**src/design/json_string_escaper_top_defines.svh**
```systemverilog
// Assertion helpers for the escaper top-level RTL.
`ifndef JSON_STRING_ESCAPER_TOP_DEFINES_SVH
`define JSON_STRING_ESCAPER_TOP_DEFINES_SVH

// Same-cycle implication, disabled while reset is asserted.
`define JSE_ASSERT_IMPL(label, clk, rst_n, ante, cons) \
  label: assert property (@(posedge clk) disable iff (!rst_n) (ante) |-> (cons)) \
    else $error("assertion failed: same-cycle implication");

// Next-cycle implication, disabled while reset is asserted.
`define JSE_ASSERT_NEXT(label, clk, rst_n, ante, cons) \
  label: assert property (@(posedge clk) disable iff (!rst_n) (ante) |=> (cons)) \
    else $error("assertion failed: next-cycle implication");

`endif

```
**src/design/jse_pkg.sv**
```systemverilog
`default_nettype none

package jse_pkg;

  localparam int unsigned ByteW   = 8;
  localparam int unsigned SeqMax  = 6;
  localparam int unsigned SeqCntW = 3;
  localparam int unsigned CapW    = 16;
  localparam int unsigned PosW    = 16;

  localparam int unsigned LengthBitsDefault = 16;
  localparam logic [CapW-1:0] CapReset = 16'd4096;

  localparam logic CmdAppend  = 1'b0;
  localparam logic CmdRestart = 1'b1;

  localparam logic [ByteW-1:0] ChQuote     = 8'h22;
  localparam logic [ByteW-1:0] ChBackslash = 8'h5c;
  localparam logic [ByteW-1:0] ChBackspace = 8'h08;
  localparam logic [ByteW-1:0] ChFormFeed  = 8'h0c;
  localparam logic [ByteW-1:0] ChNewline   = 8'h0a;
  localparam logic [ByteW-1:0] ChReturn    = 8'h0d;
  localparam logic [ByteW-1:0] ChTab       = 8'h09;
  localparam logic [ByteW-1:0] ChDelete    = 8'h7f;
  localparam logic [ByteW-1:0] CtrlLimit   = 8'h20;
  localparam logic [ByteW-1:0] LetterB     = 8'h62;
  localparam logic [ByteW-1:0] LetterF     = 8'h66;
  localparam logic [ByteW-1:0] LetterN     = 8'h6e;
  localparam logic [ByteW-1:0] LetterR     = 8'h72;
  localparam logic [ByteW-1:0] LetterT     = 8'h74;
  localparam logic [ByteW-1:0] LetterU     = 8'h75;
  localparam logic [ByteW-1:0] Digit0      = 8'h30;
  localparam logic [ByteW-1:0] HexAlphaOff = 8'h57;

  // Escape sequence for one input item; byte 0 is emitted first.
  typedef struct packed {
    logic                           restart;
    logic [SeqCntW-1:0]             count;
    logic [SeqMax-1:0][ByteW-1:0]   bytes;
  } seq_t;

  function automatic logic [ByteW-1:0] hex_digit(input logic [3:0] v);
    logic [ByteW-1:0] ext;
    ext = {4'h0, v};
    if (v < 4'd10) begin
      return ext + Digit0;
    end else begin
      return ext + HexAlphaOff;
    end
  endfunction

endpackage

`default_nettype wire

```
**src/design/jse_encoder.sv**
```systemverilog
`default_nettype none

module jse_encoder (
  input  logic                   cmd_i,
  input  logic [7:0]             in_byte_i,
  output jse_pkg::seq_t          seq_o
);
  import jse_pkg::*;

  always_comb begin
    seq_o          = '0;
    seq_o.count    = SeqCntW'(1);
    seq_o.bytes[0] = in_byte_i;
    if (cmd_i == CmdRestart) begin
      seq_o.restart  = 1'b1;
      seq_o.bytes[0] = '0;
    end else begin
      case (in_byte_i)
        ChQuote, ChBackslash: begin
          seq_o.count    = SeqCntW'(2);
          seq_o.bytes[0] = ChBackslash;
          seq_o.bytes[1] = in_byte_i;
        end
        ChBackspace: begin
          seq_o.count    = SeqCntW'(2);
          seq_o.bytes[0] = ChBackslash;
          seq_o.bytes[1] = LetterB;
        end
        ChFormFeed: begin
          seq_o.count    = SeqCntW'(2);
          seq_o.bytes[0] = ChBackslash;
          seq_o.bytes[1] = LetterF;
        end
        ChNewline: begin
          seq_o.count    = SeqCntW'(2);
          seq_o.bytes[0] = ChBackslash;
          seq_o.bytes[1] = LetterN;
        end
        ChReturn: begin
          seq_o.count    = SeqCntW'(2);
          seq_o.bytes[0] = ChBackslash;
          seq_o.bytes[1] = LetterR;
        end
        ChTab: begin
          seq_o.count    = SeqCntW'(2);
          seq_o.bytes[0] = ChBackslash;
          seq_o.bytes[1] = LetterT;
        end
        default: begin
          // Remaining control bytes and delete use the six-byte unicode form.
          if (in_byte_i < CtrlLimit || in_byte_i == ChDelete) begin
            seq_o.count    = SeqCntW'(SeqMax);
            seq_o.bytes[0] = ChBackslash;
            seq_o.bytes[1] = LetterU;
            seq_o.bytes[2] = Digit0;
            seq_o.bytes[3] = Digit0;
            seq_o.bytes[4] = hex_digit(in_byte_i[7:4]);
            seq_o.bytes[5] = hex_digit(in_byte_i[3:0]);
          end
        end
      endcase
    end
  end

endmodule

`default_nettype wire

```
**src/design/json_string_escaper_top.sv**
```systemverilog
//  Channel | Direction | Handshake               | Payload
//  --------+-----------+-------------------------+-------------------------------------
//  in      | input     | in_valid_i / in_stall_o | cmd_i, in_byte_i
//  out     | output    | out_valid_o/out_stall_i | out_byte_o, position_o, stored_o,
//          |           |                         | truncated_o, last_o
//  cfg     | input     | cfg_we_i                | cfg_wdata_i (buffer capacity)
//
// A plain byte or a restart yields one output byte, a two-byte escape two and a unicode escape
// six: the sequence register hands one byte per cycle to the result register while that is not stalled.
// The next transaction is taken in the cycle that the final byte of the current one moves on.
// Reset clears the fill length, the truncation flag and all valid bits; capacity becomes 4096.
// A stall on the output holds the result register and, once the sequence register is busy,
// stalls the input as well.
`default_nettype none

module json_string_escaper_top #(
  parameter int unsigned LengthBits = jse_pkg::LengthBitsDefault
) (
  input  logic                        clk_i,
  input  logic                        rst_ni,
  input  logic                        cfg_we_i,
  input  logic [jse_pkg::CapW-1:0]    cfg_wdata_i,
  input  logic                        in_valid_i,
  output logic                        in_stall_o,
  input  logic                        cmd_i,
  input  logic [7:0]                  in_byte_i,
  output logic                        out_valid_o,
  input  logic                        out_stall_i,
  output logic [7:0]                  out_byte_o,
  output logic [jse_pkg::PosW-1:0]    position_o,
  output logic                        stored_o,
  output logic                        truncated_o,
  output logic                        last_o
);
  import jse_pkg::*;
  `include "json_string_escaper_top_defines.svh"

  localparam int unsigned LimW = (LengthBits > CapW) ? LengthBits : CapW;

  logic [CapW-1:0]              cap_q;
  logic [LengthBits-1:0]        fill_q, fill_d;
  logic                         trunc_q, trunc_d;

  seq_t                         enc_seq;
  logic                         seq_valid_q, seq_valid_d;
  logic                         seq_restart_q, seq_restart_d;
  logic [SeqCntW-1:0]           seq_left_q, seq_left_d;
  logic [SeqMax-1:0][ByteW-1:0] seq_bytes_q, seq_bytes_d;

  logic                         out_valid_q, out_valid_d;
  logic [ByteW-1:0]             out_byte_q, out_byte_d;
  logic [PosW-1:0]              pos_q, pos_d;
  logic                         stored_q, stored_d;
  logic                         trunc_out_q, trunc_out_d;
  logic                         last_q, last_d;

  logic                         out_free;
  logic                         emit;
  logic                         emit_last;
  logic                         in_accept;
  logic [LimW-1:0]              limit;
  logic [LimW-1:0]              cnt_max;
  logic [LimW-1:0]              fill_ext;

  jse_encoder u_encoder (
    .cmd_i     (cmd_i),
    .in_byte_i (in_byte_i),
    .seq_o     (enc_seq)
  );

  assign out_free   = !out_valid_q || !out_stall_i;
  assign emit       = seq_valid_q && out_free;
  assign emit_last  = seq_left_q == SeqCntW'(1);
  assign in_stall_o = seq_valid_q && !(emit && emit_last);
  assign in_accept  = in_valid_i && !in_stall_o;

  // Store limit is capacity minus one, capped by what the fill counter can hold.
  always_comb begin
    cnt_max                 = '0;
    cnt_max[LengthBits-1:0] = '1;
    fill_ext                = LimW'(fill_q);
    if (cap_q == '0) begin
      limit = '0;
    end else begin
      limit = LimW'(cap_q) - LimW'(1);
      if (limit > cnt_max) begin
        limit = cnt_max;
      end
    end
  end

  always_comb begin
    seq_valid_d   = seq_valid_q;
    seq_restart_d = seq_restart_q;
    seq_left_d    = seq_left_q;
    seq_bytes_d   = seq_bytes_q;
    if (emit) begin
      seq_left_d  = seq_left_q - SeqCntW'(1);
      seq_bytes_d = seq_bytes_q >> ByteW;
      if (emit_last) begin
        seq_valid_d = 1'b0;
      end
    end
    if (in_accept) begin
      seq_valid_d   = 1'b1;
      seq_restart_d = enc_seq.restart;
      seq_left_d    = enc_seq.count;
      seq_bytes_d   = enc_seq.bytes;
    end
  end

  always_comb begin
    fill_d      = fill_q;
    trunc_d     = trunc_q;
    out_valid_d = out_valid_q && out_stall_i;
    out_byte_d  = out_byte_q;
    pos_d       = pos_q;
    stored_d    = stored_q;
    trunc_out_d = trunc_out_q;
    last_d      = last_q;
    if (emit) begin
      out_valid_d = 1'b1;
      out_byte_d  = seq_bytes_q[0];
      last_d      = emit_last;
      stored_d    = 1'b0;
      pos_d       = fill_ext[PosW-1:0];
      if (seq_restart_q) begin
        fill_d  = '0;
        trunc_d = 1'b0;
        pos_d   = '0;
      end else if (fill_ext < limit) begin
        fill_d   = fill_q + LengthBits'(1);
        stored_d = 1'b1;
      end else begin
        trunc_d = 1'b1;
      end
      trunc_out_d = trunc_d;
    end
  end

  always_ff @(posedge clk_i or negedge rst_ni) begin
    if (!rst_ni) begin
      cap_q       <= CapReset;
      fill_q      <= '0;
      trunc_q     <= 1'b0;
      seq_valid_q <= 1'b0;
      out_valid_q <= 1'b0;
    end else begin
      if (cfg_we_i) begin
        cap_q <= cfg_wdata_i;
      end
      fill_q      <= fill_d;
      trunc_q     <= trunc_d;
      seq_valid_q <= seq_valid_d;
      out_valid_q <= out_valid_d;
    end
  end

  always_ff @(posedge clk_i) begin
    seq_restart_q <= seq_restart_d;
    seq_left_q    <= seq_left_d;
    seq_bytes_q   <= seq_bytes_d;
    out_byte_q    <= out_byte_d;
    pos_q         <= pos_d;
    stored_q      <= stored_d;
    trunc_out_q   <= trunc_out_d;
    last_q        <= last_d;
  end

  assign out_valid_o = out_valid_q;
  assign out_byte_o  = out_byte_q;
  assign position_o  = pos_q;
  assign stored_o    = stored_q;
  assign truncated_o = trunc_out_q;
  assign last_o      = last_q;

  // A zero byte on the output can only be the restart transaction.
  `JSE_ASSERT_IMPL(a_restart_result, clk_i, rst_ni, out_valid_o && out_byte_o == '0, !stored_o && !truncated_o && last_o && position_o == '0)
  `JSE_ASSERT_IMPL(a_seq_count_range, clk_i, rst_ni, seq_valid_q, seq_left_q != '0 && seq_left_q <= SeqCntW'(SeqMax))
  `JSE_ASSERT_NEXT(a_fill_advances, clk_i, rst_ni, emit && stored_d, fill_q == $past(fill_q) + LengthBits'(1))

endmodule

`default_nettype wire
```
**config.mk**
```make
export PLATFORM = sky130hd
export DESIGN_NAME = json_string_escaper_top
export DESIGN_NICKNAME = d
export VERILOG_FILES = /design/src/design/jse_pkg.sv /design/src/design/jse_encoder.sv /design/src/design/json_string_escaper_top.sv
export VERILOG_INCLUDE_DIRS = /design/src /design/src/design
export SDC_FILE = /design/constraint.sdc
export NUM_CORES = 1
export LEC_CHECK = 0
export BUFFER_PORTS_ARGS = -buffer_cell sky130_fd_sc_hd__buf_4
export CORE_UTILIZATION = 59
export CTS_BUF_LIST = sky130_fd_sc_hd__clkbuf_16
export DETAILED_ROUTE_END_ITERATION = 6
export PLACE_DENSITY_LB_ADDON = 0.25
export SETUP_SLACK_MARGIN = 0.5
export SLEW_MARGIN = 20
export SYNTH_ARGS = -nofsm -noshare
export SYNTH_HDL_FRONTEND = slang
export SYNTH_SLANG_ARGS = --single-unit
```
**constraint.sdc**
```tcl
create_clock -name clk_i -period 4.8 [get_ports clk_i]
set_clock_uncertainty 0.15 [all_clocks]
set_input_delay 0.24 -clock clk_i [delete_from_list [all_inputs] [get_ports clk_i]]
set_output_delay 0.24 -clock clk_i [all_outputs]
set_load 0.03 [all_outputs]
```
==> flow_summary.json <==
{
  "outcome": "complete, no violations",
  "grtUsageTotal": 0.231,
  "clkPwrFrac": 0.264,
  "yosysUniqueCellTypes": 66,
  "yosysMostFrequentCell": "edfxtp_1",
  "crit_path_max_fanout": 9,
  "detail-route-antenna-nets": 0,
  "clock_sinks": 110,
  "start_util": 0.609,
  "layout-drive-gt1-share": 0.177,
  "p_leak_nw": 2.80,
  "io_buffers": 58,
  "drc_errors": 0,
  "pin_count": 59,
  "gp_congestion": 0.851,
  "die_h_um": 99.6,
  "ys_seq_elements": 110,
  "synthArstFlopShare": 0.318,
  "p_int_mw": 1.95,
  "grt_max_degree": 52,
  "setup_tns_ns": 0,
  "rows": 35,
  "irDropWorstVdd_v": 0.000196,
  "synth-seq-area-share": 0.556,
  "synthCells": 499,
  "grt-ovfl-total": 0,
  "p_comb_frac": 0.234,
  "switching_share": 0.312,
  "dp_hpwl_um": 7260,
  "arrival_ns": 4.17,
  "sequentialPowerShare": 0.503,
  "drt-vias-per-instance": 5.73,
  "worstSetupStartpoint": "cap_q[3]$_DFFE_PN0P_",
  "setup_violations": 0,
  "yosysWarningCount": 0,
  "timing.final.crit_share": 0.849,
  "syn-num-nets": 557,
  "coreArea_um2": 9240,
  "worstSetupEndpointType": "flop",
  "critPathMaxStageDelay_ns": 0.57,
  "cpMostUsedCell": "nand2_1",
  "slew_headroom": 0.274,
  "ys.flop_type": "edfxtp_1",
  "crit_buf_inv": 0,
  "wl_per_cell_um": 15.5,
  "report.final.slew_viol_count": 0,
  "path_class": "flop to flop",
  "synth_area_leaders": "edfxtp_1 (40%), dfrtp_1 (15%), ha_1 (6.2%)",
  "critical_path.top_delay_family": "simple AND/OR/NAND/NOR gates",
  "dr.pass1.iters": 4,
  "drtIter0Drc": 242,
  "h-tree-depth": 3,
  "power_density_nw_per_um2": 425,
  "syn-cell-area_um2": 5630,
  "synth_area_per_cell_um2": 11.3,
  "first_global_vias": 3777,
  "n_antenna_cell": 0,
  "synth_top_area_cell": "edfxtp_1",
  "worst_ep_required_time_ns": 4.89,
  "grt_pass1_wl_um": 18100,
  "worst_setup_path_start_kind": "flop",
  "area_growth_pct": 18.3,
  "synth-edff-count": 75,
  "fp.dieArea_um2": 9930,
  "antenna_found_initial": 0,
  "hold_viol_final": 0,
  "max-clock-path-buffers": 2,
  "rsz0062_at_grt": "no",
  "final_nets": 624,
  "cts_buffers": 9,
  "cp_slowest_cell": "or4_1",
  "reg2reg_from": "cap_q[3]$_DFFE_PN0P_",
  "cap_violations": 0,
  "die_w_um": 99.6,
  "yosysTopAreaCellShare": 0.400,
  "hold_ws_ns": 0.0189,
  "cts_tree": "done",
  "clock-root-buffer": "clkbuf_16",
  "worstMarginPinSlew_ns": 1.09,
  "p_switching_mw": 0.881,
  "clock_latency_ns": 0.35,
  "max_freq_mhz": 245,
  "vias": 4011,
  "min_period_ns": 4.08,
  "hp-start": "cmd_i",
  "drt-total-wl_um": 10900,
  "crit_path_cell_trace": "or4_1, or3_1, nor2_1, nand2_1, xnor2_1, nand2_1, ha_1, and2_1, nand4_1, o221ai_1, a211o_1, o31a_1, a221o_1",
  "path_clk_slew_ns": 0.08,
  "yosys-top-cells-count": "edfxtp_1 (75), nand2_1 (69), dfrtp_1 (34)",
  "hold_class": "primary input to flop"
}
==> through the flow <==
stage | power (mW) | cell area, um^2 | setup WS, ns | utilization | std cells
after floorplan | 1.87 | 5630 | 1.13 | - | 499
after global placement | 2.05 | 6140 | 0.875 | 0.665 | 665
after detailed placement | 2.08 | 6140 | 0.676 | 0.665 | 665
after CTS | 2.84 | 6640 | 0.693 | 0.719 | 700
after global routing | 2.98 | 6660 | 0.533 | 0.720 | 700
final | 2.83 | 6660 | 0.723 | 0.720 | 700
==> power by group through the flow <==
stage | Clock, mW | Sequential (mW) | Combinational (mW)
6_report | 0.746 | 1.42 | 0.661
5_1_grt | 0.797 | 1.45 | 0.732
4_1_cts | 0.760 | 1.42 | 0.658
3_5_place_dp | 0 | 1.44 | 0.642
3_3_place_gp | 0 | 1.43 | 0.622
2_1_floorplan | 0 | 1.51 | 0.363
==> per-layer routing <==
layer | global-route usage | vias up | share of wire
met5 | 0 | - | 0
met4 | 0.0633 | 0 | 0.012
met1 | 0.338 | 1901 | 0.47
met2 | 0.357 | 130 | 0.47
li1 | - | 1966 | -
met3 | 0.0443 | 14 | 0.047
==> cells in the final DEF (no fill, tap or decap), types with 3 or more instances in the layout <==
| cell | n |
|---|---|
| edfxtp_1 | 75 |
| a21boi_0 | 11 |
| nor3_1 | 7 |
| dfrtp_1 | 34 |
| inv_8 | 3 |
| a31oi_1 | 5 |
| nand4_1 | 5 |
| and4_1 | 3 |
| a211oi_1 | 5 |
| nor2b_1 | 18 |
| and3_1 | 10 |
| nor4_1 | 10 |
| mux2i_1 | 3 |
| a21oi_1 | 15 |
| mux2_2 | 14 |
| ha_1 | 28 |
| nand2_1 | 68 |
| xnor2_1 | 6 |
| a221o_1 | 5 |
| a311oi_1 | 3 |
| a22o_1 | 3 |
| nand3_1 | 8 |
| o31ai_1 | 10 |
| nand2b_1 | 3 |
| clkbuf_16 | 9 |
| nor2_1 | 22 |
| o21ai_0 | 13 |
| dlygate4sd3_1 | 19 |
| xor2_1 | 5 |
| buf_4 | 61 |
| and2_1 | 16 |
| inv_1 | 23 |
| or3_1 | 5 |
==> cell type report <==
| cell class | instances | area (um^2) |
|---|---|---|
| Sequential cell | 110 | 3130 |
| Fill cell | 637 | 2580 |
| Multi-Input combinational cell | 342 | 2320 |
| Timing Repair Buffer | 80 | 648 |
| Clock buffer | 9 | 225 |
| Tap cell | 129 | 161 |
| Inverter | 23 | 86.3 |
| Clock inverter | 7 | 82.6 |
==> worst paths after layout <==
| check | to | slack (ns) | cells after the start |
|---|---|---|---|
| min in group asynchronous | fill_ext[5]$_DFFE_PN0P_ | 0.22 | 2 |
| worst min-delay path | seq_restart_q$_DFFE_PP_ | 0.02 | 1 |
| max in group asynchronous | cap_q[12]$_DFFE_PN1P_ | 3.92 | 2 |
| worst max register to register | fill_ext[6]$_DFFE_PN0P_ | 0.72 | 13 |
| worst max-delay path | fill_ext[6]$_DFFE_PN0P_ | 0.72 | 13 |
| worst min register to register | out_byte_o[6]$_DFFE_PP_ | 0.27 | 0 |
==> what timing repair did <==
action,4_1_cts,5_1_grt
endpoints found under the hold margin,52,0
hold buffers,19,0
buffers inserted,0,0
resized for setup,0,2
setup endpoints to repair,0,6
==> flip-flops by register name, indices dropped and copies added (netlist names) <==
name           flops
out_valid_o        1
out_byte_o         8
seq_bytes_q       44
seq_left_q         3
truncated_o        1
cap_q             16
stored_o           1
seq_restart_q      1
last_o             1
trunc_q            1
fill_ext          16
seq_valid_q        1
position_o        16
==> cells by family after synthesis <==
kind of cell,synth area share
adder cells (fa/ha/maj),0.0623
XOR/XNOR,0.0171
AO/OA/AOI/OAI,0.125
flip-flops,0.556
buffers and inverters,0.0336
other,0.000667
multiplexers,0.0334
AND/OR/NAND/NOR,0.171
(Power assumes the default switching activity.)
